### src/nearest_neighbor_search_defines.svh
// Assertion macros shared by the nearest neighbor search RTL
`ifndef NEAREST_NEIGHBOR_SEARCH_DEFINES_SVH
`define NEAREST_NEIGHBOR_SEARCH_DEFINES_SVH

`ifndef SYNTH
`define NNS_ASSERT_IMPL(lbl, clk, rst, ante, cons) \
  lbl: assert property (@(posedge clk) disable iff (rst) (ante) |-> (cons)) \
    else $error("nns: same-cycle check failed");
`define NNS_ASSERT_NEXT(lbl, clk, rst, ante, cons) \
  lbl: assert property (@(posedge clk) disable iff (rst) (ante) |=> (cons)) \
    else $error("nns: next-cycle check failed");
`else
`define NNS_ASSERT_IMPL(lbl, clk, rst, ante, cons)
`define NNS_ASSERT_NEXT(lbl, clk, rst, ante, cons)
`endif

`endif

### src/nns_pkg.sv
// Types and constants of the nearest neighbor search block
package nns_pkg;

  localparam int unsigned VALUE_BITS    = 16;
  localparam int unsigned ENTRY_BITS    = 8;
  localparam int unsigned COMP_BITS     = 6;
  localparam int unsigned LABEL_BITS    = 8;
  localparam int unsigned DIST_BITS     = 48;
  localparam int unsigned COUNT_BITS    = 9;
  localparam int unsigned ENTRY_LIMIT   = 256;
  localparam int unsigned APB_ADDR_BITS = 3;
  localparam int unsigned APB_DATA_BITS = 32;

  localparam logic [DIST_BITS-1:0] DIST_MAX = '1;

  localparam logic OP_LOAD  = 1'b0;
  localparam logic OP_QUERY = 1'b1;

  typedef struct packed {
    logic                         operation;
    logic [ENTRY_BITS-1:0]        entry_index;
    logic [COMP_BITS-1:0]         component_index;
    logic signed [VALUE_BITS-1:0] component_value;
    logic [LABEL_BITS-1:0]        class_label;
    logic                         last_component;
  } req_t;

  typedef struct packed {
    logic [ENTRY_BITS-1:0] best_entry;
    logic [LABEL_BITS-1:0] best_label;
    logic [DIST_BITS-1:0]  best_distance_sq;
    logic                  table_empty;
  } res_t;

  typedef enum logic {
    CMD_LOAD,
    CMD_QUERY
  } cmd_kind_t;

  typedef struct packed {
    cmd_kind_t                    kind;
    logic                         in_range;
    logic [ENTRY_BITS-1:0]        entry_index;
    logic [COMP_BITS-1:0]         component_index;
    logic signed [VALUE_BITS-1:0] component_value;
    logic [LABEL_BITS-1:0]        class_label;
    logic                         last_component;
  } cmd_t;

  typedef enum logic [2:0] {
    B_IDLE,
    B_SWEEP,
    B_DRAIN,
    B_LABEL,
    B_EMIT
  } back_state_t;

endpackage

### src/nns_fifo.sv
// Short command queue between front and back
`include "nearest_neighbor_search_defines.svh"

module nns_fifo #(
  parameter int unsigned DEPTH = 4
) (
  input  logic          clk,
  input  logic          rst,
  input  logic          push,
  input  nns_pkg::cmd_t din,
  output logic          full,
  input  logic          pop,
  output nns_pkg::cmd_t dout,
  output logic          empty
);
  import nns_pkg::*;

  localparam int unsigned PW = (DEPTH > 1) ? $clog2(DEPTH) : 1;
  localparam int unsigned CW = $clog2(DEPTH + 1);

  cmd_t          mem [DEPTH];
  logic [PW-1:0] wr_ptr;
  logic [PW-1:0] rd_ptr;
  logic [CW-1:0] count;

  assign full  = (count == CW'(DEPTH));
  assign empty = (count == '0);
  assign dout  = mem[rd_ptr];

  always_ff @(posedge clk) begin
    if (rst) begin
      wr_ptr <= '0;
      rd_ptr <= '0;
      count  <= '0;
    end else begin
      if (push) begin
        wr_ptr <= (wr_ptr == PW'(DEPTH - 1)) ? '0 : wr_ptr + 1'b1;
      end
      if (pop) begin
        rd_ptr <= (rd_ptr == PW'(DEPTH - 1)) ? '0 : rd_ptr + 1'b1;
      end
      if (push && !pop) begin
        count <= count + 1'b1;
      end else if (!push && pop) begin
        count <= count - 1'b1;
      end
    end
  end

  always_ff @(posedge clk) begin
    if (push) begin
      mem[wr_ptr] <= din;
    end
  end

  `NNS_ASSERT_IMPL(a_no_push_full, clk, rst, push, !full)
  `NNS_ASSERT_IMPL(a_no_pop_empty, clk, rst, pop, !empty)
  `NNS_ASSERT_IMPL(a_count_bound, clk, rst, 1'b1, count <= CW'(DEPTH))
endmodule

### config.mk
export PLATFORM = sky130hd
export DESIGN_NAME = nns_fifo
export DESIGN_NICKNAME = d
export VERILOG_FILES = /design/src/nns_pkg.sv /design/src/nns_fifo.sv
export VERILOG_INCLUDE_DIRS = /design/src /design/src/src
export SDC_FILE = /design/constraint.sdc
export NUM_CORES = 1
export LEC_CHECK = 0
export BUFFER_PORTS_ARGS = -buffer_cell sky130_fd_sc_hd__buf_2
export CORE_AREA = 2 2 123 125
export CTS_BUF_LIST = sky130_fd_sc_hd__clkbuf_4 sky130_fd_sc_hd__clkbuf_8
export DETAILED_ROUTE_END_ITERATION = 10
export DIE_AREA = 0 0 125 127
export MAX_ROUTING_LAYER = met4
export PLACE_DENSITY = 0.7
export SLEW_MARGIN = 20
export SYNTH_ARGS = -nofsm -noshare
export SYNTH_HDL_FRONTEND = slang
export SYNTH_SLANG_ARGS = --single-unit
### constraint.sdc
create_clock -name clk -period 2.76 [get_ports clk]
set_input_delay 0.552 -clock clk [delete_from_list [all_inputs] [get_ports clk]]
set_output_delay 0.552 -clock clk [all_outputs]
set_load 0.05 [all_outputs]
==> results of run 1 <==
critical path: stages (launching register included):
cell and delay (ps):
dfxtp_4 470, buf_4 340, mux4_2 560, buf_2 230
power by group through the flow:
| stage | clock [uW] | combinational (uW) | sequential [uW] |
|---|---|---|---|
| 6_report | 1590 | 767 | 3040 |
| 5_1_grt | 1760 | 813 | 3050 |
| 4_1_cts | 1640 | 783 | 3040 |
| 3_5_place_dp | 0 | 780 | 3100 |
| 3_3_place_gp | 0 | 766 | 3090 |
| 2_1_floorplan | 0 | 589 | 3090 |
synthesized netlist by cell type, drive strengths merged:
cell type,count,area (um2)
edfxtp,164,4920
mux4,41,927
buf,10,115
dfxtp,9,180
nor2,7,26.3
ha,6,75.1
and2,4,25.0
inv,4,15.0
mux2i,4,40.0
a21oi,2,10.0
nor3b,2,15.0
xor2,2,17.5
fa,1,20.0
nor3,1,5.00
o21ai,1,5.00
or3,1,6.26
metrics by stage:
step,setup WS (ps),hold slack (ps),cell area [um2]
floorplan,706,460,6410
global placement,609,480,7080
detailed placement,582,492,7080
CTS,65.5,282,7420
global route,16.4,281,7420
finish,154,319,7420
sequential cells by signal, indices dropped and copies added, names as in the netlist, named ones only:
name and cells:
mem 164, rd_ptr 2, wr_ptr 2, count 3
worst paths after layout:
kind                            to  slack, ps  depth (start not counted)
max                        dout[0]        150                          3
min reg2reg  count[2]$_SDFFE_PP0P_        510                          2
min           mem[0][39]$_DFFE_PP_        320                          1
max reg2reg    mem[0][0]$_DFFE_PP_       1080                          4
per-layer routing:
metal,track usage (%),up-vias
li1,-,1292
met1,18.8,1528
met2,23.1,66
met3,4.65,14
met4,6.08,0
met5,-,-
layout by cell type (no fill, tap or decap), types with 2 or more instances in the layout:
cell / netlist / layout
a21oi_1: 2 / 2
and2_2: 0 / 4
buf_12: 4 / 3
buf_2: 4 / 87
buf_4: 0 / 7
bufinv_16: 0 / 2
clkbuf_8: 0 / 17
clkinv_1: 0 / 4
clkinv_2: 0 / 2
dfxtp_1: 9 / 7
edfxtp_1: 164 / 164
ha_1: 6 / 6
inv_1: 4 / 4
mux2i_1: 4 / 4
mux4_2: 40 / 40
nor2_1: 7 / 7
nor3b_1: 2 / 2
xor2_1: 2 / 2
area by class of cell:
class | count | area share [%]
Clock buffer | 18 | 3.25
Clock inverter | 10 | 1.37
Inverter | 4 | 0.202
Multi-Input combinational cell | 72 | 15.9
Sequential cell | 173 | 68.8
Tap cell | 184 | 3.10
Timing Repair Buffer | 97 | 7.38
kinds of logic (layout without fill, tap and decap cells):
group	after synthesis	in the layout
AOI/OAI and AO/OA	3	3
xor gates and xnor gates	2	2
adders and majority gates	7	7
buffers and inverters	14	129
DFF	173	173
muxes	45	45
and+or+nand+nor	15	15
==> results.sh, run 1 <==
export IMPL_outcome="completed"
export IMPL_syn_inst=259
export IMPL_drtAntennaViolNets=0
export IMPL_synth_area_um2=6410
export IMPL_p_per_area_nw_per_um2=727
export IMPL_synth_top_family_by_area="multiplexers"
export IMPL_cts_buffers=17
export IMPL_r2r_start="wr_ptr[0]$_SDFFE_PP0P_"
export IMPL_stdcell_count=558
export IMPL_syn_nets=311
export IMPL_worstSetupEndpointType="output port"
export IMPL_hold_class="in2reg"
export IMPL_die_area_um2=15900
export IMPL_multi_input_area_um2=1180
export IMPL_yosysSeqAreaShare_pct=79.7
export IMPL_drcViolationCount=0
export IMPL_cts_root_buffer="clkbuf_8"
export IMPL_min_period_ps=2610
export IMPL_setup_tns_final_ps=0
export IMPL_synthAdderAreaFrac_pct=1.48
export IMPL_avgSynthCellArea_um2=24.7
export IMPL_drv_cap=0
export IMPL_grt_first_pass_wirelength_mm=17.1
export IMPL_layout_drive_gt1_share_pct=44.7
export IMPL_dr_wl_met2_mm=5.57
export IMPL_cp_arrival_ps=2050
export IMPL_p_sw_uw=1380
export IMPL_antenna_found_initial=0
export IMPL_max_clock_path_buffers=2
export IMPL_wirelength_mm=10.9
export IMPL_vias=2900
export IMPL_path_max_fanout=15
export IMPL_cts_tree="done"
export IMPL_dr_pass1_iters=4
export IMPL_wl_met3_um=483
export IMPL_track_usage_pct=15.0
export IMPL_wl_per_cell_um=19.6
export IMPL_gp_congestion=0.650
export IMPL_synth_cell_type_count=20
export IMPL_startpoint_type="flip-flop"
export IMPL_portBuffers=87
export IMPL_hold_violations=0
export IMPL_fillers=1182
export IMPL_dp_cells=530
export IMPL_antennaDiodeCount=0
export IMPL_cts_setup_buffers=0
export IMPL_clk_pin_slew_ps=80
export IMPL_rows=44
export IMPL_min_from="din[39]"
export IMPL_cp_required_ps=2210
export IMPL_finalClockSkew_ps=5.71
export IMPL_synth_compound_area_share_pct=0.234
export IMPL_grt_ovfl_total=0
export IMPL_holdBufCountCts=0
export IMPL_dp_hpwl_mm=6.89
export IMPL_relSlewSlack_pct=67.8
export IMPL_viasPerCell=5.20
export IMPL_coreArea_um2=14400
export IMPL_io_pins=88
export IMPL_power_frac_seq_pct=56.3
export IMPL_synth_seq_cells=173
export IMPL_m1WireLength_mm=4.67
export IMPL_cts_resized_gates=0
export IMPL_p_leak_uw=0.00253
export IMPL_yosys_warnings=0
export IMPL_worst_pin_slew_ps=483
export IMPL_die_w_um=125
export IMPL_power_uw=5390
export IMPL_synth_xor_xnor_area_share_pct=0.273
export IMPL_p_int_uw=4020
export IMPL_p_sw_share_pct=25.6
export IMPL_fin_crit_sh_pct=94.4
export IMPL_clk_latency_ps=440
export IMPL_highest_layer="met4"
export IMPL_ir_drop_mv=0.350
export IMPL_layout_area_seq_um2=5110
export IMPL_nNetsFinal=417
export IMPL_final_util_pct=51.5
export IMPL_pwr_share_clk_pct=29.4
export IMPL_cts_sink_count=173
export IMPL_area_delta_synth_final_pct=15.9
export IMPL_fp_dieH_um=127
export IMPL_grt_max_degree=42
export IMPL_ctsHtreeMaxLevel=4
export IMPL_combPwrFrac_pct=14.2
export IMPL_muxShareOfSynthArea_pct=15.1
export IMPL_initial_core_util_pct=44.4
export IMPL_maxSlewViolCount=0
export IMPL_fmax_ghz=0.384
export IMPL_synthSimpleGateAreaFrac_pct=1.21
export IMPL_grt_setup_unrepaired="false"
export IMPL_grt_pass1_vias=3153
export IMPL_first_iter_violations=168
export IMPL_worstSetupPathType="reg2out"
export IMPL_setup_viol=0
Note: power is estimated with default switching activity, not from simulation.
==> inputs of run 2 (changes only) <==
--- a/config.mk
+++ b/config.mk
@@ -10,4 +10,5 @@
 export CORE_AREA = 2 2 123 125
 export CTS_BUF_LIST = sky130_fd_sc_hd__clkbuf_4 sky130_fd_sc_hd__clkbuf_8
+export CTS_CLUSTER_SIZE = 12
 export DETAILED_ROUTE_END_ITERATION = 10
 export DIE_AREA = 0 0 125 127
==> constraint.sdc (replaced) <==
create_clock -name clk -period 2.76 [get_ports clk]
set_input_delay 0.138 -clock clk [delete_from_list [all_inputs] [get_ports clk]]
set_output_delay 0.138 -clock clk [all_outputs]
set_load 0.05 [all_outputs]
==> run 2 against run 1 <==
Against the previous run:
- first-iteration DRC count is 46% higher
- register-to-register slack got worse by 40 ps
- clock skew increased by 1.4 ps
- design area up 6.9%
- sequential power is essentially flat
- worst hold slack lost 270 ps
- clock-buffer cell count unchanged
- combinational power grew 4.6%
- sequential share of layout area shrank 4.4 points
- highest routed layer unchanged
==> results.sh, run 2 (same netlist as run 1, synthesis figures left out) <==
export IMPL_outcome="completed"
export IMPL_relSlewSlack_pct=55.6
export IMPL_power_uw=5740
export IMPL_worstSetupPathType="reg2out"
export IMPL_dp_hpwl_mm=6.36
export IMPL_viasPerCell=5.04
export IMPL_slowest_delay_ps=660
export IMPL_grt_ovfl_total=0
export IMPL_final_cell_mix="164 x edfxtp_1, 87 x buf_2, 43 x dlygate4sd3_1"
export IMPL_fillers=1122
export IMPL_die_w_um=125
export IMPL_wirelength_mm=11.0
export IMPL_track_usage_pct=15.0
export IMPL_cts_tree="done"
export IMPL_clk_pin_slew_ps=80
export IMPL_layout_drive_gt1_share_pct=40.9
export IMPL_grt_setup_unrepaired="false"
export IMPL_clk_latency_ps=450
export IMPL_fmax_ghz=0.433
export IMPL_p_leak_uw=0.00273
export IMPL_path_max_fanout=22
export IMPL_dp_cells=526
export IMPL_p_per_area_nw_per_um2=724
export IMPL_drv_cap=0
export IMPL_portBuffers=87
export IMPL_drtAntennaViolNets=0
export IMPL_grt_max_degree=42
export IMPL_ir_drop_mv=0.526
export IMPL_finalClockSkew_ps=7.14
export IMPL_ctsHtreeMaxLevel=4
export IMPL_min_period_ps=2310
export IMPL_rows=44
export IMPL_worst_hold_slack_ps=52.1
export IMPL_cts_sink_count=173
export IMPL_hold_violations=0
export IMPL_cp_cell_sequence="buf_12, mux4_2, buf_2"
export IMPL_vias=3023
export IMPL_maxSlewViolCount=0
export IMPL_drcViolationCount=0
export IMPL_grt_pass1_vias=3196
export IMPL_wl_per_cell_um=18.4
export IMPL_antenna_found_initial=0
export IMPL_hold_class="in2reg"
export IMPL_nNetsFinal=456
export IMPL_reg_largest_list="mem (164), count (3)"
export IMPL_area_delta_synth_final_pct=23.9
export IMPL_cp_arrival_ps=2170
export IMPL_gp_congestion=0.665
export IMPL_final_util_pct=55.0
export IMPL_cts_buffers=17
export IMPL_grt_first_pass_wirelength_mm=16.9
export IMPL_setup_viol=0
export IMPL_cp_slowest_cell="dfxtp_4"
export IMPL_top_register="mem"
export IMPL_setup_tns_final_ps=0
export IMPL_io_pins=88
export IMPL_startpoint_type="flip-flop"
export IMPL_cts_setup_buffers=0
export IMPL_fin_crit_sh_pct=83.6
export IMPL_coreArea_um2=14400
export IMPL_dr_pass1_iters=4
export IMPL_cp_required_ps=2620
export IMPL_die_area_um2=15900
export IMPL_layout_commonest_cell="edfxtp_1"
export IMPL_cts_root_buffer="clkbuf_8"
export IMPL_initial_core_util_pct=44.4
export IMPL_max_clock_path_buffers=2
export IMPL_largest_reg_flops=164
export IMPL_stdcell_count=600
export IMPL_first_iter_violations=245
export IMPL_worst_pin_slew_ps=667
export IMPL_antennaDiodeCount=0
export IMPL_worstSetupEndpointType="output port"
export IMPL_fp_dieH_um=127
==> run 2: changes by cell type in the layout (fill, tap and decap cells not counted), moves of 2 or more <==
cell           before  now
buf_12              3    5
buf_4               7    1
bufinv_16           2    4
clkinv_1            4    0
dlygate4sd3_1       0   43
inv_6               1    4
==> run 2: routing by layer <==
layer / vias to the layer above / GRT usage, % / part of all wire, %
met1: 1561 / 18.9 / 45
met2: 76 / 22.9 / 50
li1: 1376 / - / -
met3: 10 / 5.49 / 4.3
met5: - / - / 0
met4: 0 / 4.71 / 1.0
==> run 2: metrics by stage <==
stage | worst slack (ps) | area [um2]
finish | 452 | 7940
detailed placement | 884 | 7080
floorplan | 817 | 6410
global placement | 883 | 7080
CTS | 358 | 7940
global route | 287 | 7940
==> run 2: critical path: cells and delay by family, from the launching register on <==
| kind | cells | cell delay, ps |
|---|---|---|
| multiplexers | 1 | 540 |
| flip-flops | 1 | 660 |
| buffers and inverters | 2 | 500 |
==> run 2: path summary, 6_finish.rpt <==
kind / endpoint / from / cells after the start / slack (ps)
worst max-delay path: dout[11] / flip-flop / 3 / 450
worst min-delay path: wr_ptr[1]$_SDFFE_PP0P_ / push / 3 / 50
worst max register to register: mem[2][29]$_DFFE_PP_ / wr_ptr[0]$_SDFFE_PP0P_ / 4 / 1040
worst min register to register: count[2]$_SDFFE_PP0P_ / count[2]$_SDFFE_PP0P_ / 2 / 520
==> run 2: repair_timing <==
action | 4_1_cts | 5_1_grt
resized for setup | 0 | 0
endpoints found under the hold margin | 173 | 0
hold buffers | 43 | 0
==> run 2: layout make-up <==
cell class / instances / area (um2) / area share (%)
repair buffers: 136 / 973 / 12.3
clock buffers: 18 / 241 / 3.04
multi-input cells: 72 / 1180 / 14.8
well taps: 184 / 230 / 2.90
clock inverters: 13 / 189 / 2.38
flip-flops and latches: 173 / 5110 / 64.4
inverters: 4 / 15.0 / 0.189
==> run 2: power breakdown <==
| group | leakage [uW] | switching, uW | internal (uW) |
|---|---|---|---|
| combinational | 0.000938 | 524 | 279 |
| sequential | 0.00158 | 55.7 | 3000 |
| clock | 0.000214 | 889 | 1000 |
| total | 0.00273 | 1470 | 4280 |
